===== config.mk =====
export PLATFORM = sky130hd
export DESIGN_NAME = fpa_queue
export DESIGN_NICKNAME = d
export VERILOG_FILES = /design/src/rtl/core/fpa_pkg.sv /design/src/rtl/core/fpa_queue.sv
export SDC_FILE = /design/constraint.sdc
export NUM_CORES = 1
export LEC_CHECK = 0
export BUFFER_PORTS_ARGS = -buffer_cell sky130_fd_sc_hd__buf_4
export CORE_MARGIN = 8
export CORE_UTILIZATION = 30
export DETAILED_ROUTE_END_ITERATION = 10
export PLACE_DENSITY_LB_ADDON = 0.12
export REMOVE_ABC_BUFFERS = 1
export SYNTH_ARGS = -nofsm -noshare
export SYNTH_HDL_FRONTEND = slang
export SYNTH_SLANG_ARGS = --single-unit

===== constraint.sdc =====
create_clock -name clk -period 4.33 [get_ports clk]
set_input_delay 0.866 -clock clk [delete_from_list [all_inputs] [get_ports clk]]
set_output_delay 0.866 -clock clk [all_outputs]
set_load 0.05 [all_outputs]

===== src/rtl/core/fpa_pkg.sv =====
// shared types and constants of the fixed-point arithmetic unit
`default_nettype none
package fpa_pkg;
	localparam int DATA_W      = 32;
	localparam int PROD_W      = 2 * DATA_W;
	localparam int WID_W       = 6;
	localparam int DIV_STAGES  = PROD_W;
	localparam int CFG_IDX_W   = 2;
	localparam int CFG_DATA_W  = 6;
	localparam int QUEUE_DEPTH = 2;
	localparam int QPTR_W      = 1;
	localparam int QCNT_W      = 2;

	typedef enum logic [1:0] {
		OP_ADD = 2'd0,
		OP_SUB = 2'd1,
		OP_MUL = 2'd2,
		OP_DIV = 2'd3
	} op_t;

	typedef enum logic [1:0] {
		RND_ZERO = 2'd0,
		RND_EVEN = 2'd1,
		RND_POS  = 2'd2,
		RND_NEG  = 2'd3
	} rnd_t;

	localparam logic [CFG_IDX_W-1:0] REG_INT_BITS   = 2'd0;
	localparam logic [CFG_IDX_W-1:0] REG_FRAC_BITS  = 2'd1;
	localparam logic [CFG_IDX_W-1:0] REG_ROUND_MODE = 2'd2;

	localparam logic [5:0] INT_BITS_RST  = 6'd16;
	localparam logic [4:0] FRAC_BITS_RST = 5'd16;

	typedef struct packed {
		logic [5:0] int_bits;
		logic [4:0] frac_bits;
		rnd_t       round_mode;
	} cfg_t;

	// classified item between front and back
	typedef struct packed {
		op_t              op;
		rnd_t             mode;
		logic             neg;
		logic             dz;
		logic [WID_W-1:0] w;
		logic [5:0]       sh;
		logic [DATA_W-1:0] x;
		logic [DATA_W-1:0] y;
	} item_t;

	// one divider stage
	typedef struct packed {
		op_t               op;
		rnd_t              mode;
		logic              neg;
		logic              dz;
		logic [WID_W-1:0]  w;
		logic [5:0]        sh;
		logic [PROD_W-1:0] num;
		logic [DATA_W-1:0] dvs;
		logic [DATA_W-1:0] rem;
		logic [PROD_W-1:0] val;
	} pipe_t;
endpackage
`default_nettype wire


===== src/rtl/core/fpa_queue.sv =====
// two-entry queue between front and back
`default_nettype none
module fpa_queue (
	input  wire                 clk,
	input  wire                 arst_n,
	input  wire                 push_valid,
	output logic                push_ready,
	input  wire  fpa_pkg::item_t push_item,
	output logic                pop_valid,
	input  wire                 pop_ready,
	output fpa_pkg::item_t      pop_item
);
	import fpa_pkg::*;

	item_t             mem_q [QUEUE_DEPTH];
	logic [QPTR_W-1:0] wr_ptr_q, rd_ptr_q;
	logic [QCNT_W-1:0] count_q;
	logic              push, pop;

	assign push_ready = (count_q != QCNT_W'(QUEUE_DEPTH));
	assign pop_valid  = (count_q != '0);
	assign pop_item   = mem_q[rd_ptr_q];
	assign push       = push_valid && push_ready;
	assign pop        = pop_valid && pop_ready;

	always_ff @(posedge clk or negedge arst_n) begin
		if (!arst_n) begin
			wr_ptr_q <= '0;
			rd_ptr_q <= '0;
			count_q  <= '0;
		end else begin
			if (push) begin
				wr_ptr_q <= wr_ptr_q + 1'b1;
			end
			if (pop) begin
				rd_ptr_q <= rd_ptr_q + 1'b1;
			end
			if (push && !pop) begin
				count_q <= count_q + 1'b1;
			end else if (pop && !push) begin
				count_q <= count_q - 1'b1;
			end
		end
	end

	always_ff @(posedge clk) begin
		if (push) begin
			mem_q[wr_ptr_q] <= push_item;
		end
	end
endmodule
`default_nettype wire


==> qor.yml, run 1 <==
outcome:
  outcome: "completed"
critical_path:
  r2r_cells: 3
  cp.required_ns: 3.46
  worstSetupEndpointType: "output pin"
  cp.arrival_ns: 2.16
  startpoint_type: "register"
  crit_type: "reg -> out"
  cp_max_fo: 25
clocking:
  root_buffer: "clkbuf_16"
  cts_sinks: 168
  cts_resized: 0
  clk_latency_ns: 0.41
  post_cts_buffers: 0
  cts-hold-fix-buffers: 0
  cts_buffer_depth: 2
  path_clk_slew_ns: 0.06
  cts_tree: "built"
  cts_buffers: 17
  htree_num_levels: 4
grt:
  grt_use_met3: 0.0473
  antenna_found_initial: 0
  grt_pass1_vias: 3554
  track_usage: 0.0989
  grt.busiest_layer: "met2"
  grt_pass1_wl_um: 19800
  grt_overflow: 0
  grt_use_met1: 0.112
  use_met2: 0.159
  grt_max_degree: 48
final_layout:
  layout-drive-gt1-share: 0.615
  n_antenna_cell: 0
  nFillCells: 1940
  fin_cells: 745
  syn_to_final_growth_pct: 33.8
  fin_nets: 545
synthesis:
  synth-simple-area-share: 0.00523
  syn_area_um2: 6460
  synth_cell_types: 16
  synthMuxAreaShare: 0.184
  synth_top_area_frac: 0.762
  yosysWarningCount: 0
  ys_seq_area_frac: 0.778
  yosysTopAreaCell: "edfxtp_1"
  synth-seq-cells: 168
  synth_compound_area_frac: 0
  synth_xor_area_frac: 0.00678
  synth_top_family_by_area: "multiplexers"
  synth_area_leaders: "edfxtp_1 (76%), mux2_4 (16%), buf_12 (2.2%)"
  syn_inst: 273
  synth_fa_ha_area_frac: 0.00194
  syn_avg_cell_area_um2: 23.7
sta:
  fin_tns_setup_ns: 0
  fmax_ghz: 0.331
  finalHoldViolCount: 0
  slew_headroom: 0.553
  hold_slack_ns: 0.242
  skew_ns: 0.00532
  fin_crit_sh: 0.698
  tightestPinTransition_ns: 0.671
  maxSlewViolCount: 0
  period_needed_ns: 3.02
  rsz0062_at_grt: "false"
  fin_ws_ns: 1.31
  setup_viol: 0
drt:
  route.detailed.drc: 0
  dr.pass1.iters: 4
  vias: 3077
  wl_per_cell_um: 17.3
  wl_um: 12900
  ant_nets: 0
  drt_iter0_drc: 101
  viasPerCell: 4.13
die:
  die-area_um2: 26500
  die_h_um: 163
  ioPinCount: 170
  fp.coreArea_um2: 21100
  die_x_um: 163
  start_util: 0.306
  rows: 53
run:
  cap_violations: 0
power:
  clockPowerShare: 0.236
  comb_power_share: 0.430
  p_switching_w: 0.00269
  leakage_nw: 3.41
  netSwitchingFraction: 0.379
  vdd_drop_max_mv: 0.377
  total_power_w: 0.00710
  seqPwrFrac: 0.335
  p_per_area_nw_per_um2: 821
  intPower_w: 0.00441
place:
  gp_congestion: 0.657
  post-place-ws_ns: 1.71
  dp_hpwl_um: 8910
  io_buffers: 169
  placed_cells: 714
hold_path:
  hp-class: "in -> async"
[worst max-delay path, cell delays in order, from the launching register on]
cell and delay (ns):
dfrtp_4 0.72, buf_4 0.42, mux2_2 0.38, buf_4 0.19
[final cells by class]
class | instances | area [um^2] | share of cell area
clock buffers | 19 | 433 | 0.0501
clock inverters | 12 | 224 | 0.0259
inverters | 1 | 3.75 | 0.000434
multi-input cells | 95 | 1290 | 0.149
flip-flops and latches | 168 | 5030 | 0.581
well taps | 275 | 344 | 0.0398
repair buffers | 175 | 1330 | 0.153
[flip-flops by register name (all words and copies together) (netlist names)]
signal / flops
count_q: 2
mem_q: 164
rd_ptr_q: 1
wr_ptr_q: 1
[path summary, 6_finish.rpt]
path	from	to	slack, ns
max	rd_ptr_q	pop_item[59]	1.31
min	arst_n	count_q[1]	0.24
max reg2reg	count_q[0]	mem_q[1][35]	2.37
min reg2reg	count_q[1]	count_q[1]	0.48
max in group asynchronous	arst_n	rd_ptr_q	3.97
min in group clk	count_q[1]	count_q[1]	0.48
[Yosys cell counts, drive strengths merged]
master  instances
nand2           2
or2             1
inv             1
nor2            2
xnor2           3
ha              1
and3            1
nand2b          1
buf             9
dfrtp           4
edfxtp        164
mux2           82
xor2            2
[kinds of logic (layout without fill, tap and decap cells)]
logic type / after synthesis / count (layout)
xor gates and xnor gates: 5 / 5
adders and majority gates: 1 / 1
buffers and inverters: 10 / 207
DFF: 168 / 168
muxes: 82 / 82
and+or+nand+nor: 7 / 7
[layout by cell type, fill, tap and decap left out]
cell type	instances
buf_4	174
edfxtp_1	164
mux2_4	70
clkbuf_16	17
mux2_2	12
bufinv_16	6
xnor2_1	3
clkinv_4	3
dfrtp_1	3
nand2_1	2
xor2_1	2
clkbuf_1	2
nand2b_1	1
inv_1	1
or2_2	1
and3_4	1
nor2_4	1
nor2_1	1
ha_1	1
clkinv_1	1
inv_6	1
clkinv_2	1
buf_12	1
dfrtp_4	1
[power groups by stage]
stage	sequential, W	clock [W]	combinational [W]
floorplan	0.00251	0	0.00224
global placement	0.00241	0	0.00310
finish	0.00238	0.00167	0.00305
global route	0.00242	0.00179	0.00320
detailed placement	0.00242	0	0.00311
CTS	0.00239	0.00173	0.00312
[routing by layer]
| layer | vias up | share of wire |
|---|---|---|
| li1 | 1441 | - |
| met1 | 1511 | 0.41 |
| met2 | 112 | 0.48 |
| met3 | 13 | 0.096 |
| met4 | 0 | 0.014 |
| met5 | - | 0 |
[per-stage QoR]
step	util	cell area, um^2
2_1_floorplan	-	6300
3_3_place_gp	0.379	7990
3_5_place_dp	0.379	7990
4_1_cts	0.410	8650
5_1_grt	0.410	8650
6_report	0.410	8650
Power figures use the tool's default switching activity.
==> run 2: changes to the inputs <==
==> constraint.sdc (replaced) <==
create_clock -name clk -period 3.1 [get_ports clk]
set_input_delay 0.62 -clock clk [delete_from_list [all_inputs] [get_ports clk]]
set_output_delay 0.62 -clock clk [all_outputs]
set_load 0.05 [all_outputs]
==> qor.yml, run 2 (synthesis results as in run 1) <==
outcome:
  outcome: "completed"
hold_path:
  hp-class: "in -> reg"
sta:
  finalHoldViolCount: 0
  setup_viol: 0
  rsz0062_at_grt: "false"
  fin_crit_sh: 0.866
  slew_headroom: 0.560
  fmax_ghz: 0.372
  maxSlewViolCount: 0
  skew_ns: 0.00823
  tightestPinTransition_ns: 0.660
  period_needed_ns: 2.69
  fin_tns_setup_ns: 0
drt:
  vias: 3097
  ant_nets: 0
  viasPerCell: 4.16
  route.detailed.drc: 0
  met2_length_um: 6070
  wl_met3_um: 1250
  topRoutingLayerUsed: "met4"
  drt_iter0_drc: 183
  routedLengthMet1_um: 5530
  dr.pass1.iters: 4
  wl_per_cell_um: 17.6
  wl_um: 13100
power:
  leakage_nw: 3.38
  p_per_area_nw_per_um2: 1130
  clockPowerShare: 0.222
  netSwitchingFraction: 0.386
  p_switching_w: 0.00378
  vdd_drop_max_mv: 0.545
  seqPwrFrac: 0.338
  comb_power_share: 0.440
  total_power_w: 0.00978
  intPower_w: 0.00600
final_layout:
  n_antenna_cell: 0
  largest_reg_flops: 164
  layout-drive-gt1-share: 0.614
  syn_to_final_growth_pct: 33.4
  largest_register: "mem_q"
  largestRegisters: "mem_q x164, count_q x2"
  final_common_cell: "buf_4"
  fin_area_um2: 8620
  final_cell_mix: "buf_4 (173), edfxtp_1 (164), mux2_4 (70)"
  fin_nets: 546
place:
  place_area_um2: 8000
  io_buffers: 169
  gp_congestion: 0.666
  dp_hpwl_um: 8750
die:
  rows: 53
  die-area_um2: 26500
  fp.coreArea_um2: 21100
  die_h_um: 163
  start_util: 0.306
  ioPinCount: 170
  die_x_um: 163
clocking:
  htree_num_levels: 4
  cts_buffers: 17
  cts_tree: "built"
  root_buffer: "clkbuf_16"
  cts_resized: 0
  cts_sinks: 168
  cts_buffer_depth: 2
  clk_latency_ns: 0.42
  path_clk_slew_ns: 0.06
grt:
  grt_max_degree: 52
  antenna_found_initial: 0
  grt_pass1_vias: 3454
  grt_overflow: 0
  grt_pass1_wl_um: 19700
  track_usage: 0.0989
critical_path:
  startpoint_type: "register"
  worstSetupEndpointType: "output pin"
  crit_type: "reg -> out"
  cp_max_fo: 42
  cp.required_ns: 2.48
  cp.arrival_ns: 2.07
run:
  cap_violations: 0
run 2: what timing repair did:
| action | in CTS | in global routing |
|---|---|---|
| hold buffers | 1 | 0 |
| hold endpoints to repair | 4 | 0 |
| buffers inserted | 0 | 0 |
run 2: cell type report:
type / instances / area (um^2)
tap: 275 / 344
multi-input combinational: 95 / 1290
sequential: 168 / 5030
clock inverter: 12 / 178
clock buffer: 17 / 425
inverter: 1 / 3.75
fill: 1939 / 12500
timing repair buffer: 176 / 1350
run 2: worst max-delay path: stages (launching register included):
cell	delay, ns
dfrtp_4	0.66
buf_12	0.32
mux2_2	0.39
buf_4	0.19
run 2: final timing paths:
path	startpoint	end	slack, ns	cells after the start
max reg2reg	count_q[0]	mem_q[1][62]	1.21	3
min reg2reg	count_q[1]	count_q[1]	0.50	1
min in group asynchronous	arst_n	wr_ptr_q	0.57	2
min	push_item[70]	mem_q[0][70]	0.38	1
max in group asynchronous	arst_n	rd_ptr_q	2.41	2
max	rd_ptr_q	pop_item[59]	0.41	3
run 2: layer usage:
metal / global-route usage / vias up
met4: 0.0413 / 0
li1: - / 1448
met3: 0.0455 / 15
met1: 0.118 / 1506
met5: 0 / -
met2: 0.152 / 128
run 2: stage by stage:
stage | hold WS, ns | setup WS [ns] | util | cells
final | 0.381 | 0.414 | 0.409 | 744
after global routing | 0.357 | 0.319 | 0.409 | 744
after CTS | 0.358 | 0.375 | 0.409 | 744
after detailed placement | 0.422 | 0.831 | 0.380 | 714
after global placement | 0.422 | 0.864 | 0.380 | 714
after floorplan | 0.324 | -1.91 | - | 264
run 2: power by group through the flow:
stage | Clock [W] | Combinational, W | Sequential (W)
4_1_cts | 0.00224 | 0.00440 | 0.00331
3_3_place_gp | 0 | 0.00439 | 0.00334
2_1_floorplan | 0 | 0.00312 | 0.00351
5_1_grt | 0.00233 | 0.00452 | 0.00335
3_5_place_dp | 0 | 0.00439 | 0.00336
6_report | 0.00217 | 0.00431 | 0.00330
==> run 3: changes to the inputs <==
--- a/config.mk
+++ b/config.mk
@@ -5,10 +5,10 @@
 export SDC_FILE = /design/constraint.sdc
 export NUM_CORES = 1
 export LEC_CHECK = 0
-export BUFFER_PORTS_ARGS = -buffer_cell sky130_fd_sc_hd__buf_4
 export CORE_MARGIN = 8
 export CORE_UTILIZATION = 30
 export DETAILED_ROUTE_END_ITERATION = 10
+export DONT_BUFFER_PORTS = 1
 export PLACE_DENSITY_LB_ADDON = 0.12
 export REMOVE_ABC_BUFFERS = 1
 export SYNTH_ARGS = -nofsm -noshare
==> constraint.sdc (replaced) <==
create_clock -name clk -period 2.74 [get_ports clk]
set_input_delay 0.822 -clock clk [delete_from_list [all_inputs] [get_ports clk]]
set_output_delay 0.822 -clock clk [all_outputs]
set_load 0.05 [all_outputs]
==> qor.yml, run 3 (synthesis results as in run 1) <==
critical_path:
  startpoint: "rd_ptr_q"
  r2r_start: "count_q[0]"
  cp.buffers_inverters: 1
  r2r_cells: 5
  max_stage_delay_ns: 0.52
  crit_path_cell_trace: "buf_12 -> mux2_2"
  crit_type: "reg -> out"
  regToRegSetupSlack_ns: 0.83
  cp.depth: 2
  worstSetupEndpointType: "output pin"
  cp.required_ns: 1.92
  cp.arrival_ns: 1.72
  reg2reg_to: "mem_q[0][17]"
  cp_slowest_cell: "mux2_2"
  startpoint_type: "register"
  crit_family: "multiplexers"
  crit_end: "pop_item[59]"
  cp_max_fo: 42
drt:
  dr.pass1.iters: 4
  wl_met3_um: 1890
  wl_per_cell_um: 20.9
  met2_length_um: 5890
  route.detailed.drc: 0
  wl_um: 12100
  ant_nets: 0
  vias: 2469
  drt_iter0_drc: 96
  topRoutingLayerUsed: "met4"
  routedLengthMet1_um: 4180
  viasPerCell: 4.28
sta:
  slew_headroom: 0.633
  period_needed_ns: 2.54
  setup_viol: 0
  fmax_ghz: 0.393
  hold_slack_ns: 0.103
  finalHoldViolCount: 0
  rsz0062_at_grt: "false"
  skew_ns: 0.00875
  tightestPinTransition_ns: 0.551
  fin_crit_sh: 0.928
  maxSlewViolCount: 0
place:
  dp_hpwl_um: 8120
  gp_congestion: 0.671
  placed_cells: 546
  io_buffers: 0
  place_area_um2: 6780
grt:
  grt_overflow: 0
  grt_pass1_wl_um: 17200
  track_usage: 0.0892
  grt_max_degree: 43
  antenna_found_initial: 0
  grt_pass1_vias: 2641
clocking:
  cts_buffers: 17
  cts_buffer_depth: 2
  cts_sinks: 168
  cts_resized: 0
  root_buffer: "clkbuf_16"
  post_cts_buffers: 0
  htree_num_levels: 4
  cts_tree: "built"
  cts-hold-fix-buffers: 0
  clk_latency_ns: 0.41
  path_clk_slew_ns: 0.07
final_layout:
  final_common_cell: "edfxtp_1"
  syn_to_final_growth_pct: 13.8
  final_cell_mix: "edfxtp_1 (164), mux2_4 (70), clkbuf_16 (17)"
  largestRegisters: "mem_q x164, count_q x2"
  nFillCells: 1954
  fin_cells: 577
  largest_reg_flops: 164
  layout-drive-gt1-share: 0.404
  fin_nets: 377
  n_antenna_cell: 0
  fin_area_um2: 7350
  largest_register: "mem_q"
power:
  vdd_drop_max_mv: 0.568
  leakage_nw: 2.56
  p_per_area_nw_per_um2: 1380
hold_path:
  hp-class: "in -> async"
die:
  die-area_um2: 26500
  die_x_um: 163
  die_h_um: 163
  fp.coreArea_um2: 21100
  rows: 53
  start_util: 0.306
  ioPinCount: 170
outcome:
  outcome: "completed"
run:
  cap_violations: 0
[run 3: cell count changes in the layout (fill, tap and decap cells not counted), moves of 2 or more]
cell        delta
buf_4        -171
inv_6          +2
buf_12         +3
clkinvlp_4     +3
bufinv_16      -2
[run 3: routing by layer]
| layer | vias to the layer above | global-route usage |
|---|---|---|
| met2 | 107 | 0.141 |
| li1 | 1112 | - |
| met5 | - | 0 |
| met3 | 5 | 0.0690 |
| met1 | 1245 | 0.0886 |
| met4 | 0 | 0.0300 |
[run 3: where the power goes]
part	switching (W)	internal, W
registers	0.000148	0.00352
logic	0.00301	0.00114
clock network	0.000969	0.00135
[run 3: metrics by stage]
| stage | power, W | setup WS, ns | util | setup TNS, ns |
|---|---|---|---|---|
| finish | 0.0101 | 0.197 | 0.349 | 0 |
| global route | 0.0106 | 0.131 | 0.349 | 0 |
| CTS | 0.0103 | 0.166 | 0.349 | 0 |
| detailed placement | 0.00798 | 0.633 | 0.322 | 0 |
| global placement | 0.00795 | 0.644 | 0.322 | 0 |
| floorplan | 0.00751 | -2.27 | - | -363.38 |
[run 3: area by class of cell]
type / count / area [um^2] / area share
sequential: 168 / 5030 / 0.684
clock buffer: 18 / 429 / 0.0584
multi-input combinational: 95 / 1290 / 0.175
inverter: 1 / 3.75 / 0.000510
tap: 275 / 344 / 0.0468
timing repair buffer: 7 / 115 / 0.0157
clock inverter: 13 / 145 / 0.0197
[run 3: worst register-to-register path, cell delays in order, from the launching register on]
cell,delay [ns]
dfrtp_1,0.40
nand2b_1,0.12
buf_4,0.21
nand2_1,0.16
nor2_4,0.14
buf_4,0.46
[run 3: how the worst min path moves through the flow]
stage	startpoint	end	slack [ns]
after floorplan	count_q[1]	count_q[1]	0.46
after global placement	count_q[1]	count_q[1]	0.48
after detailed placement	count_q[1]	count_q[1]	0.50
after CTS	arst_n	count_q[1]	0.07
after global routing	arst_n	count_q[1]	0.07
final	arst_n	count_q[1]	0.10
