<file path="config.mk">
export PLATFORM = sky130hd
export DESIGN_NAME = fpa_front
export DESIGN_NICKNAME = d
export VERILOG_FILES = /design/src/rtl/core/fpa_pkg.sv /design/src/rtl/core/fpa_front.sv
export SDC_FILE = /design/constraint.sdc
export NUM_CORES = 1
export LEC_CHECK = 0
export BUFFER_PORTS_ARGS = -buffer_cell sky130_fd_sc_hd__buf_2
export CORE_MARGIN = 2
export CORE_UTILIZATION = 32
export CTS_BUF_LIST = sky130_fd_sc_hd__clkbuf_8
export CTS_CLUSTER_SIZE = 14
export DETAILED_ROUTE_END_ITERATION = 12
export PLACE_DENSITY = 0.56
export REMOVE_ABC_BUFFERS = 1
export SYNTH_ARGS = -nofsm -noshare
export SYNTH_HDL_FRONTEND = slang
export SYNTH_SLANG_ARGS = --single-unit
</file>
<file path="constraint.sdc">
create_clock -name clk -period 3.15 [get_ports clk]
set_input_delay 0.315 -clock clk [delete_from_list [all_inputs] [get_ports clk]]
set_output_delay 0.315 -clock clk [all_outputs]
set_load 0.01 [all_outputs]
</file>
<file path="src/rtl/core/fpa_pkg.sv">
// shared types and constants of the fixed-point arithmetic unit
`default_nettype none
package fpa_pkg;
	localparam int DATA_W      = 32;
	localparam int PROD_W      = 2 * DATA_W;
	localparam int WID_W       = 6;
	localparam int DIV_STAGES  = PROD_W;
	localparam int CFG_IDX_W   = 2;
	localparam int CFG_DATA_W  = 6;
	localparam int QUEUE_DEPTH = 2;
	localparam int QPTR_W      = 1;
	localparam int QCNT_W      = 2;

	typedef enum logic [1:0] {
		OP_ADD = 2'd0,
		OP_SUB = 2'd1,
		OP_MUL = 2'd2,
		OP_DIV = 2'd3
	} op_t;

	typedef enum logic [1:0] {
		RND_ZERO = 2'd0,
		RND_EVEN = 2'd1,
		RND_POS  = 2'd2,
		RND_NEG  = 2'd3
	} rnd_t;

	localparam logic [CFG_IDX_W-1:0] REG_INT_BITS   = 2'd0;
	localparam logic [CFG_IDX_W-1:0] REG_FRAC_BITS  = 2'd1;
	localparam logic [CFG_IDX_W-1:0] REG_ROUND_MODE = 2'd2;

	localparam logic [5:0] INT_BITS_RST  = 6'd16;
	localparam logic [4:0] FRAC_BITS_RST = 5'd16;

	typedef struct packed {
		logic [5:0] int_bits;
		logic [4:0] frac_bits;
		rnd_t       round_mode;
	} cfg_t;

	// classified item between front and back
	typedef struct packed {
		op_t              op;
		rnd_t             mode;
		logic             neg;
		logic             dz;
		logic [WID_W-1:0] w;
		logic [5:0]       sh;
		logic [DATA_W-1:0] x;
		logic [DATA_W-1:0] y;
	} item_t;

	// one divider stage
	typedef struct packed {
		op_t               op;
		rnd_t              mode;
		logic              neg;
		logic              dz;
		logic [WID_W-1:0]  w;
		logic [5:0]        sh;
		logic [PROD_W-1:0] num;
		logic [DATA_W-1:0] dvs;
		logic [DATA_W-1:0] rem;
		logic [PROD_W-1:0] val;
	} pipe_t;
endpackage
`default_nettype wire

</file>
<file path="src/rtl/core/fpa_front.sv">
// front end: format clamp, operand masking, magnitudes and signs
`default_nettype none
module fpa_front (
	input  wire                      clk,
	input  wire                      arst_n,
	input  wire                      in_valid,
	output logic                     in_ready,
	input  wire  fpa_pkg::op_t       op,
	input  wire  [31:0]              a,
	input  wire  [31:0]              b,
	input  wire  fpa_pkg::cfg_t      cfg,
	output logic                     out_valid,
	input  wire                      out_ready,
	output fpa_pkg::item_t           out_item
);
	import fpa_pkg::*;

	logic [5:0]        a_eff;
	logic [4:0]        b_eff;
	logic [6:0]        sum7;
	logic [WID_W-1:0]  w;
	logic [4:0]        wm1;
	logic [DATA_W-1:0] mask, xm, ym, xa, ya;
	logic              nx, ny;
	logic [6:0]        dsh7;
	item_t             item;
	logic              valid_q;
	item_t             item_q;

	always_comb begin
		a_eff = cfg.int_bits;
		if (cfg.int_bits == 6'd0) begin
			a_eff = 6'd1;
		end else if (cfg.int_bits > 6'd32) begin
			a_eff = 6'd32;
		end
		sum7 = {1'b0, a_eff} + {2'b0, cfg.frac_bits};
		b_eff = cfg.frac_bits;
		if (sum7 > 7'd32) begin
			b_eff = 5'(6'd32 - a_eff);
		end
		w    = a_eff + {1'b0, b_eff};
		wm1  = w[4:0] - 5'd1;
		mask = 32'hFFFF_FFFF >> (6'd32 - w);
		xm   = a & mask;
		ym   = b & mask;
		nx   = xm[wm1];
		ny   = ym[wm1];
		xa   = nx ? ((32'd0 - xm) & mask) : xm;
		ya   = ny ? ((32'd0 - ym) & mask) : ym;
		dsh7 = 7'd64 - {1'b0, a_eff} - {1'b0, b_eff, 1'b0};

		item.op   = op;
		item.mode = cfg.round_mode;
		item.w    = w;
		item.x    = xm;
		item.y    = ym;
		item.neg  = 1'b0;
		item.dz   = 1'b0;
		item.sh   = 6'd0;
		case (op)
			OP_MUL: begin
				item.x   = xa;
				item.y   = ya;
				item.neg = nx ^ ny;
				item.sh  = {1'b0, b_eff};
			end
			OP_DIV: begin
				item.x   = xa;
				item.y   = ya;
				item.dz  = (ym == 32'd0);
				item.neg = (nx ^ ny) && (ym != 32'd0);
				item.sh  = dsh7[5:0];
			end
			default: begin
			end
		endcase
	end

	assign in_ready  = !valid_q || out_ready;
	assign out_valid = valid_q;
	assign out_item  = item_q;

	always_ff @(posedge clk or negedge arst_n) begin
		if (!arst_n) begin
			valid_q <= 1'b0;
		end else if (in_valid && in_ready) begin
			valid_q <= 1'b1;
		end else if (out_ready) begin
			valid_q <= 1'b0;
		end
	end

	always_ff @(posedge clk) begin
		if (in_valid && in_ready) begin
			item_q <= item;
		end
	end
endmodule
`default_nettype wire

</file>
==> results.tsv, run 1 <==
stage	metric	value	unit
outcome	status	finished with violations	
outcome	failing checks	setup timing	
setup_path	worst reg2reg setup slack	1.45	ns
synth	Yosys top cell area share	0.3413	
clock_network	clk sinks	83	
clock_network	number of buffers created by CTS	9	
timing	Max Fclk	166.6	MHz
timing	clock skew	0.01171	ns
timing	Slew @ Worst Pin	0.5864	ns
power	Int Power	0.005710	W
layout	nets@finish	1468	
setup_path	WP data required	3.32	ns
layout	post-layout util	0.6095	
global_routing	overflow left after global routing	0	
global_routing	vias in the first global route	8763	
min_path	worst min path class	in -> reg	
routing	DRC Markers	0	
synth	mapped cell area	0.007216	sq mm
placed_design	HPWL Detailed	23160	um
power	static leakage	5.664	nW
setup_path	Reg2Reg Depth	3	
power	Peak VDD IR	0.3622	mV
floorplanning	core footprint	0.02196	sq mm
placed_design	routability cong.	0.9482	
run	max-cap violations	0	
power	Comb pwr share	0.784	
synth	top area cells in the synthesized netlist	edfxtp_1 34%, o21ai_0 5.0%, nand2_1 4.9%	
power	sw frac	0.4559	
synth	most common cell in the netlist	nand2_1	
timing	final hold vios	0	
routing	DRT iter0 DRCs	607	
routing	DR top layer	met4	
routing	vias	9024	
global_routing	initial antenna violation count	0	
routing	Total Wirelength	33100	um
routing	WL met1	13780	um
global_routing	largest net degree at the start of global routing	45	
timing	setup ws final	-2.853	ns
routing	met3 wire len	2064	um
synth	synthesized flop and latch total	83	
power	PwrDens	784.1	mW/mm^2
synth	number of distinct library cells after synthesis	84	
synth	Post-synth top cells	94 x nand2_1, 82 x edfxtp_1, 75 x nor2_1	
min_path	Hold Path Sink	out_item[78]	
timing	Final Cycle Share	1.906	
global_routing	first-pass GRT wire length	48690	um
floorplanning	I/O Pins	167	
power	Sw Pwr	0.004785	W
synth	Synth Warn #	0	
synth	EDFF count, synth	82	
setup_path	critical path fanouts, max	8	
routing	Vias/cell	5.496	
synth	syn_area_per_cell	8.683	sq um
placed_design	Port Buf Inserts	166	
power	Clock Power Share	0.075	
floorplanning	die area	0.02377	sq mm
timing	RSZ-0062 raised after global routing	true	
synth	Synth async-reset ratio	0.01205	
placed_design	setup slack at placement	-3.770	ns
setup_path	slowest CP cell	fa_2	
timing	fin. max-slew vios	0	
setup_path	CP Launch Type	primary input	
floorplanning	Die Span Y	154.2	um
layout	share of layout cells above drive strength 1	0.6145	
synth	Seq/Total Area, Yosys	0.3447	
clock_network	H-Tree Depth	3	
layout	Antenna Cells	0	
min_path	hold path cells	1	
routing	1st-pass router iterations	5	
setup_path	CP Class	in -> reg	
setup_path	CP max stage delay	0.48	ns
clock_network	CTS tree	done	
layout	area delta synth->final	85.49	%
synth	Yosys top cell by area	edfxtp_1	
routing	met2 routed WL	16040	um
setup_path	Reg2Reg Capture Point	out_item[0]	
floorplanning	Rows	54	
clock_network	clock buffer depth	2	
floorplanning	chip width	154.2	um
synth	ys flop type	edfxtp_1	
layout	Fillers	1826	
setup_path	critical path endpoint category	register	
global_routing	GRT Total Usage	0.2631	
setup_path	reg2reg start	out_valid	
routing	post-route ant nets	0	
setup_path	cell mode on critical path	nor2_1	
routing	wire per inst	20.16	um
clock_network	Root Driver	clkbuf_8	
timing	worst rel slew slack	0.6049	
timing	Setup violations, final	76	
floorplanning	starting density of the core	0.3286	
layout	multi-input combinational cell area	0.006020	sq mm
setup_path	Arr. time, crit path	6.17	ns
layout	FF+latch area	0.002487	sq mm
synth	Cells after Synth	831	
timing	Min Clock Period, post-route	6.003	ns
clock_network	Clock Latency Late Sink	0.40	ns
clock_network	clk slew on worst S/H paths	0.10	ns
power	Reg power frac	0.141	
min_path	critical hold path startpoint	cfg[0]	
[state kept, by name, summed over array words and instances, names as in the netlist]
signal	count
out_valid	1
out_item	82
[stage by stage]
| step | power (W) | TNS [ns] | cells | hold slack, ns | area (sq um) |
|---|---|---|---|---|---|
| global placement | 0.006953 | -236.54 | 1528 | 0.08943 | 10470 |
| global route | 0.01097 | -210.71 | 1642 | 0.07689 | 13380 |
| detailed placement | 0.006961 | -245.29 | 1528 | 0.09147 | 10470 |
| CTS | 0.009503 | -179.93 | 1596 | 0.06581 | 12380 |
| finish | 0.01049 | -185.11 | 1642 | 0.08365 | 13380 |
| floorplan | 0.004063 | -333.47 | 792 | 0.01941 | 7039 |
[logic make-up after synthesis]
logic type	count (synthesis)	share of synthesized area
simple gates	308	0.2067
compound gates	271	0.2606
flops	83	0.3447
buf+inv	73	0.04214
xor+xnor	50	0.06624
fa+ha+maj	28	0.05167
mux	18	0.02792
[power groups by stage]
stage	registers (W)	clock network, W	logic [W]
2_1_floorplan	0.00160	0	0.00247
3_3_place_gp	0.00151	0	0.00545
3_5_place_dp	0.00151	0	0.00545
4_1_cts	0.00148	0.000807	0.00721
5_1_grt	0.00150	0.000846	0.00863
6_report	0.00148	0.000785	0.00823
[final cells by class]
cell class / count / share of cell area
inverters: 34 / 0.01066
clock buffers: 9 / 0.009255
clock inverters: 7 / 0.004487
repair buffers: 554 / 0.3138
flip-flops and latches: 83 / 0.1858
multi-input cells: 675 / 0.4498
well taps: 280 / 0.02618
[worst max-delay path, delay by kind of cell]
kind	cells	cell delay [ns]
AND/OR/NAND/NOR	9	1.19
XOR/XNOR	3	0.52
adder cells (fa/ha/maj)	5	1.39
AO/OA/AOI/OAI	8	1.43
multiplexers	1	0.34
buffers and inverters	8	0.97
[layer usage]
metal / GRT usage / vias to the layer above
li1: - / 4214
met1: 0.3353 / 4365
met2: 0.4469 / 368
met3: 0.04200 / 77
met4: 0.1028 / 0
met5: 0 / -
[worst max path at each step]
stage | from | endpoint | slack (ns) | cells after the start
floorplan | cfg[11] | out_item[38] | -5.34 | 30
global placement | cfg[11] | out_item[55] | -3.55 | 35
detailed placement | cfg[11] | out_item[55] | -3.77 | 33
CTS | cfg[8] | out_item[58] | -2.82 | 34
global route | cfg[10] | out_item[37] | -3.18 | 33
finish | cfg[10] | out_item[3] | -2.85 | 34
[timing repair]
item / 4_1_cts / 5_1_grt
hold buffers: 1 / 0
endpoints found under the setup margin: 77 / 78
cloned: 6 / 0
buffers inserted: 49 / 54
endpoints found under the hold margin: 1 / 0
resized for setup: 291 / 150
pin swaps: 98 / 102
[cells in the final DEF, fill, tap and decap left out, types with 17 or more instances in the layout]
cell type,netlist,routed
buf_2,15,164
edfxtp_1,82,82
xor2_1,31,29
o21ai_2,0,27
inv_1,31,23
nand3_1,30,17
o211ai_1,17,17
buf_4,1,318
a21oi_2,1,18
a21oi_1,53,33
o21ai_1,3,22
nor2_1,75,60
o21ai_0,72,22
nand2_1,94,72
buf_6,1,53
Power figures use the tool's default switching activity.
==> inputs of run 2 (changes only) <==
--- a/config.mk
+++ b/config.mk
@@ -7,11 +7,12 @@
 export LEC_CHECK = 0
 export BUFFER_PORTS_ARGS = -buffer_cell sky130_fd_sc_hd__buf_2
 export CORE_MARGIN = 2
-export CORE_UTILIZATION = 32
+export CORE_UTILIZATION = 55
 export CTS_BUF_LIST = sky130_fd_sc_hd__clkbuf_8
 export CTS_CLUSTER_SIZE = 14
 export DETAILED_ROUTE_END_ITERATION = 12
-export PLACE_DENSITY = 0.56
+export PLACE_DENSITY = 0.85
+export RECOVER_POWER = 25
 export REMOVE_ABC_BUFFERS = 1
 export SYNTH_ARGS = -nofsm -noshare
 export SYNTH_HDL_FRONTEND = slang
==> run 2 against run 1 <==
Effect of this change: the run now fails in 5_1_grt; synthesized area is the same; synthesized cell count unchanged.
==> results.tsv, run 2 <==
stage	metric	value	unit
clock_network	clock buffer depth	2	
timing	GR repair worst EP	out_item[54]$_DFFE_PP_/D	
placed_design	dpl cells	1399	
floorplanning	I/O Pins	167	
synth	EDFF count, synth	82	
synth	Synth Warn #	0	
clock_network	clk sinks	83	
synth	top area cells in the synthesized netlist	edfxtp_1 34%, o21ai_0 5.0%, nand2_1 4.9%	
synth	Synth async-reset ratio	0.01205	
synth	Seq/Total Area, Yosys	0.3447	
clock_network	Root Driver	clkbuf_8	
synth	Yosys top cell by area	edfxtp_1	
synth	mapped cell area	0.007216	sq mm
floorplanning	chip width	118.5	um
timing	Worst endpoint type	register input	
synth	number of distinct library cells after synthesis	84	
placed_design	Port Buf Inserts	166	
outcome	Fail Step	5_1_grt	
floorplanning	Rows	41	
synth	Cells after Synth	831	
synth	ys flop type	edfxtp_1	
clock_network	H-Tree Depth	3	
synth	Yosys top cell area share	0.3413	
clock_network	number of buffers created by CTS	9	
synth	synthesized flop and latch total	83	
floorplanning	Die Span Y	118.5	um
floorplanning	starting density of the core	0.5672	
outcome	status	aborted with a tool error	
synth	syn_area_per_cell	8.683	sq um
placed_design	routability cong.	1.032	
global_routing	largest net degree at the start of global routing	83	
synth	most common cell in the netlist	nand2_1	
outcome	stop err	[ERROR DPL-0038] Utilization greater than 100%, impossible to legalize	
synth	Post-synth top cells	94 x nand2_1, 82 x edfxtp_1, 75 x nor2_1	
placed_design	HPWL Detailed	24140	um
run 2: cell counts after synthesis:
Identical to the previous run, type by type.
run 2: stage by stage:
| step | area (sq um) | hold WS (ns) | setup WS [ns] | util |
|---|---|---|---|---|
| after floorplan | 7039 | 0.01941 | -5.341 | - |
| after global placement | 10130 | 0.08942 | -3.506 | 0.7966 |
| after detailed placement | 10130 | 0.09408 | -3.886 | 0.7966 |
| after CTS | 11750 | 0.1015 | -3.000 | 0.9237 |
run 2: what timing repair did:
item,CTS
hold endpoints to repair,1
pin swaps,80
hold buffers,1
setup endpoints to repair,77
setup buffers,55
cloned,4
resized for setup,218
run 2: cell families after synthesis:
family	Yosys count	share of synthesized area
buf+inv	73	0.04214
simple gates	308	0.2067
mux	18	0.02792
fa+ha+maj	28	0.05167
xor+xnor	50	0.06624
flops	83	0.3447
compound gates	271	0.2606
==> inputs of run 3 (changes only) <==
--- a/config.mk
+++ b/config.mk
@@ -7,11 +7,9 @@
 export LEC_CHECK = 0
 export BUFFER_PORTS_ARGS = -buffer_cell sky130_fd_sc_hd__buf_2
 export CORE_MARGIN = 2
-export CORE_UTILIZATION = 55
-export CTS_BUF_LIST = sky130_fd_sc_hd__clkbuf_8
-export CTS_CLUSTER_SIZE = 14
+export CORE_UTILIZATION = 40
 export DETAILED_ROUTE_END_ITERATION = 12
-export PLACE_DENSITY = 0.85
+export PLACE_DENSITY_LB_ADDON = 0.15
 export RECOVER_POWER = 25
 export REMOVE_ABC_BUFFERS = 1
 export SYNTH_ARGS = -nofsm -noshare
==> run 3 against run 2 <==
Effect of this change: the flow now finishes, with violations (setup timing).
==> results.tsv, run 3 (synthesis results as in run 1) <==
stage	metric	value	unit
power	Peak VDD IR	0.4453	mV
routing	DRC Markers	0	
layout	Fillers	1363	
global_routing	GRT Total Usage	0.3078	
clock_network	Root Driver	clkbuf_16	
clock_network	H-Tree Depth	3	
timing	Min Clock Period, post-route	6.232	ns
timing	Max Fclk	160.5	MHz
timing	fin. max-slew vios	0	
timing	clock skew	0.004696	ns
setup_path	WP data required	3.36	ns
setup_path	CP Launch Type	primary input	
power	PwrDens	803.7	mW/mm^2
global_routing	first-pass GRT wire length	46910	um
global_routing	vias in the first global route	8551	
floorplanning	core footprint	0.01784	sq mm
routing	1st-pass router iterations	6	
routing	Total Wirelength	32280	um
clock_network	CTS tree	done	
layout	area delta synth->final	77.18	%
global_routing	overflow left after global routing	0	
outcome	status	finished with violations	
routing	Vias/cell	5.811	
power	static leakage	5.277	nW
placed_design	setup slack at placement	-3.690	ns
global_routing	initial antenna violation count	0	
floorplanning	die area	0.01913	sq mm
layout	most common cell after layout, fill and taps aside	buf_4	
timing	Setup violations, final	77	
timing	worst rel slew slack	0.2715	
run	max-cap violations	0	
setup_path	critical path fanouts, max	13	
floorplanning	chip width	138.3	um
global_routing	largest net degree at the start of global routing	83	
layout	nets@finish	1431	
setup_path	Arr. time, crit path	6.44	ns
timing	Slew @ Worst Pin	1.093	ns
timing	Final Cycle Share	1.978	
setup_path	CP max stage delay	0.63	ns
routing	post-route ant nets	0	
min_path	worst min path class	in -> reg	
layout	Antenna Cells	0	
routing	DRT iter0 DRCs	883	
layout	share of layout cells above drive strength 1	0.5532	
clock_network	clk slew on worst S/H paths	0.07	ns
floorplanning	Rows	49	
clock_network	clk sinks	83	
layout	max FFs per register	82	
setup_path	CP Class	in -> reg	
timing	setup ws final	-3.082	ns
setup_path	cell mode on critical path	buf_4	
floorplanning	Die Span Y	138.3	um
clock_network	number of buffers created by CTS	9	
placed_design	Port Buf Inserts	166	
clock_network	clock buffer depth	2	
setup_path	critical path endpoint category	register	
outcome	failing checks	setup timing	
layout	fin cells	1554	
timing	final hold vios	0	
placed_design	HPWL Detailed	22990	um
placed_design	dpl cells	1474	
timing	RSZ-0062 raised after global routing	true	
power	Pwr Total	0.01028	W
clock_network	Clock Latency Late Sink	0.35	ns
floorplanning	starting density of the core	0.4044	
layout	most frequent cells in the layout	296 x buf_4, 126 x buf_2, 82 x edfxtp_1	
routing	wire per inst	20.77	um
setup_path	slowest CP cell	fa_2	
routing	vias	9030	
placed_design	routability cong.	1.011	
floorplanning	I/O Pins	167	
## run 3: per-layer routing
layer  vias up  global-route usage  share of wire
met4         0              0.1037          0.042
met2       431              0.5250           0.48
met1      4367              0.3931           0.40
met5         -                   0              0
met3        98             0.05819          0.073
li1       4134                   -              -
## run 3: worst max-delay path: cells and delay by family
kind / cells / cell delay, ns
buffers and inverters: 12 / 1.43
and+or+nand+nor: 10 / 2.04
muxes: 1 / 0.22
adders and majority gates: 4 / 1.34
AOI/OAI and AO/OA: 10 / 1.11
## run 3: worst paths after layout
check / startpoint / depth (start not counted) / endpoint / slack (ns)
hold reg to reg: out_valid / 2 / out_valid / 0.56
setup reg to reg: out_valid / 2 / out_item[75] / 1.33
min in group asynchronous: arst_n / 2 / out_valid / 0.26
hold / removal: cfg[1] / 1 / out_item[79] / 0.13
max in group asynchronous: arst_n / 2 / out_valid / 2.81
setup / recovery: cfg[8] / 37 / out_item[37] / -3.08
## run 3: area by class of cell
cell class                 count  area, sq um  share of cell area
clock buffer                  11        232.7             0.01820
inverter                      34        135.1             0.01057
tap                          229        286.5             0.02241
sequential                    83         2487              0.1946
timing repair buffer         517         3740              0.2925
clock inverter                 5        62.56            0.004893
multi-input combinational    675         5841              0.4568
## run 3: what timing repair did
item                       in CTS  in global routing
setup endpoints to repair      77                 78
buffers inserted               38                 27
hold buffers                    1                  0
cloned                          2                  4
hold endpoints to repair        1                  0
pin swaps                      53                 54
gates resized for setup       181                188
## run 3: stage by stage
step | utilization | setup TNS, ns | cell area, sq um | hold slack [ns]
finish | 0.7166 | -200.41 | 12780 | 0.1302
global route | 0.7166 | -217.67 | 12780 | 0.1279
CTS | 0.6596 | -185.65 | 11770 | 0.1260
detailed placement | 0.5803 | -239.24 | 10350 | 0.09065
global placement | 0.5803 | -232.16 | 10350 | 0.09039
floorplan | - | -333.47 | 7039 | 0.01941
## run 3: where the power goes
part / total (W) / switching [W] / leakage (nW) / internal [W]
registers: 0.00149 / 0.0000354 / 0.821 / 0.00145
clock network: 0.00111 / 0.000489 / 0.136 / 0.000621
logic: 0.00768 / 0.00408 / 4.32 / 0.00360
==> inputs of run 4 (changes only) <==
--- a/config.mk
+++ b/config.mk
@@ -6,8 +6,9 @@
 export NUM_CORES = 1
 export LEC_CHECK = 0
 export BUFFER_PORTS_ARGS = -buffer_cell sky130_fd_sc_hd__buf_2
-export CORE_MARGIN = 2
+export CORE_MARGIN = 5
 export CORE_UTILIZATION = 40
+export CTS_BUF_LIST = sky130_fd_sc_hd__clkbuf_16
 export DETAILED_ROUTE_END_ITERATION = 12
 export PLACE_DENSITY_LB_ADDON = 0.15
 export RECOVER_POWER = 25
==> run 4 against run 3 <==
Effect of this change: the run still ends with setup timing left; sequential power about the same; power increased by 4.7%; global-route usage decreased by 0.30 points; register-to-register slack improved by 0.15 ns; largest cell class unchanged.
==> results.tsv, run 4 (synthesis results as in run 1) <==
stage	metric	value	unit
floorplanning	Die Span Y	144.3	um
power	PwrDens	806.3	mW/mm^2
clock_network	clk sinks	83	
power	Int Power	0.005999	W
routing	wire per inst	21.20	um
power	Reg power frac	0.138	
setup_path	worst reg2reg setup slack	1.48	ns
outcome	failing checks	setup timing	
layout	Antenna Cells	0	
timing	Max Fclk	160.9	MHz
layout	nets@finish	1460	
routing	post-route ant nets	0	
setup_path	slowest CP cell	fa_2	
clock_network	H-Tree Depth	3	
global_routing	GRT Total Usage	0.3048	
timing	Slew @ Worst Pin	0.5843	ns
floorplanning	chip width	144.3	um
floorplanning	die area	0.02083	sq mm
timing	RSZ-0062 raised after global routing	true	
layout	max FFs per register	82	
routing	Total Wirelength	33560	um
power	Clock Power Share	0.103	
setup_path	reg2reg start	out_valid	
min_path	critical hold path startpoint	cfg[1]	
setup_path	CP Class	in -> reg	
timing	worst rel slew slack	0.6105	
outcome	status	finished with violations	
global_routing	first-pass GRT wire length	49220	um
routing	DRC Markers	0	
timing	fin. max-slew vios	0	
placed_design	setup slack at placement	-3.958	ns
clock_network	clock buffer depth	2	
min_path	Hold Path Sink	out_item[79]	
layout	post-layout util	0.7479	
routing	vias	9132	
layout	most common cell after layout, fill and taps aside	buf_4	
floorplanning	I/O Pins	167	
timing	Setup violations, final	77	
layout	share of layout cells above drive strength 1	0.5820	
placed_design	routability cong.	1.034	
power	Comb pwr share	0.759	
routing	DRT iter0 DRCs	1071	
timing	setup ws final	-3.065	ns
min_path	hold path cells	1	
layout	multi-input combinational cell area	0.006017	sq mm
floorplanning	Rows	49	
setup_path	Reg2Reg Depth	3	
floorplanning	starting density of the core	0.4044	
placed_design	HPWL Detailed	23200	um
layout	most frequent cells in the layout	302 x buf_4, 125 x buf_2, 82 x edfxtp_1	
clock_network	Clock Latency Late Sink	0.36	ns
power	Peak VDD IR	0.4450	mV
global_routing	vias in the first global route	9030	
min_path	worst min path class	in -> reg	
setup_path	CP Launch Point	cfg[8]	
global_routing	largest net degree at the start of global routing	45	
routing	1st-pass router iterations	6	
clock_network	Root Driver	clkbuf_16	
routing	Vias/cell	5.769	
setup_path	WP data required	3.26	ns
clock_network	number of buffers created by CTS	9	
floorplanning	core footprint	0.01784	sq mm
setup_path	CP Launch Type	primary input	
setup_path	critical path fanouts, max	7	
timing	Min Clock Period, post-route	6.215	ns
power	Sw Pwr	0.004760	W
layout	FF+latch area	0.002487	sq mm
layout	Fillers	1287	
setup_path	critical path endpoint category	register	
timing	final hold vios	0	
layout	area delta synth->final	84.91	%
clock_network	CTS tree	done	
clock_network	clk slew on worst S/H paths	0.07	ns
power	sw frac	0.4424	
timing	Final Cycle Share	1.973	
setup_path	cell mode on critical path	buf_6	
setup_path	Reg2Reg Capture Point	out_item[35]	
setup_path	CP max stage delay	0.57	ns
timing	clock skew	0.008350	ns
global_routing	overflow left after global routing	0	
placed_design	Port Buf Inserts	166	
power	static leakage	5.533	nW
setup_path	Arr. time, crit path	6.32	ns
run	max-cap violations	0	
global_routing	initial antenna violation count	0	
run 4: worst max-delay path, delay by kind of cell:
family / cells / cell delay [ns]
XOR/XNOR: 2 / 0.30
adder cells (fa/ha/maj): 4 / 1.25
buffers and inverters: 8 / 0.96
AO/OA/AOI/OAI: 7 / 1.29
AND/OR/NAND/NOR: 11 / 1.65
multiplexers: 2 / 0.51
run 4: what timing repair did:
item                                    4_1_cts  5_1_grt
pin swaps                                   107       40
hold buffers                                  1        0
hold endpoints to repair                      1        0
buffers inserted                             71       24
gates resized for setup                     357       96
endpoints found under the setup margin       77       78
gates cloned                                  6        2
run 4: worst max path at each step:
stage | end | slack [ns] | cells after the start
after CTS | out_item[52] | -2.80 | 35
after detailed placement | out_item[47] | -3.96 | 34
final | out_item[30] | -3.07 | 34
after global placement | out_item[39] | -3.79 | 34
after global routing | out_item[30] | -3.31 | 34
after floorplan | out_item[38] | -5.34 | 30
run 4: power groups by stage:
stage	sequential, W	combinational (W)	clock [W]
detailed placement	0.00151	0.00544	0
floorplan	0.00160	0.00247	0
CTS	0.00148	0.00751	0.00110
finish	0.00148	0.00817	0.00110
global placement	0.00150	0.00542	0
global route	0.00150	0.00854	0.00117
run 4: area by class of cell:
type / instances / share of cell area
clock buffers: 9 / 0.01688
clock inverters: 7 / 0.005158
inverters: 34 / 0.01144
multi-input cells: 675 / 0.4510
flip-flops and latches: 83 / 0.1864
well taps: 229 / 0.02147
repair buffers: 546 / 0.3077
run 4: per-layer routing:
layer	global-route usage	up-vias	part of all wire
li1	-	4181	-
met1	0.3855	4342	0.39
met2	0.5162	489	0.48
met3	0.05489	120	0.082
met4	0.1208	0	0.044
met5	0	-	0
run 4: through the flow:
stage	hold WS [ns]	setup TNS, ns	total power [W]	cells	cell area, sq um
CTS	0.1257	-182.72	0.01010	1560	12830
detailed placement	0.09072	-258.09	0.006945	1472	10350
floorplan	0.01941	-333.47	0.004063	792	7039
finish	0.1263	-196.38	0.01076	1583	13340
global route	0.1139	-217.65	0.01120	1583	13340
global placement	0.08961	-250.94	0.006921	1472	10350
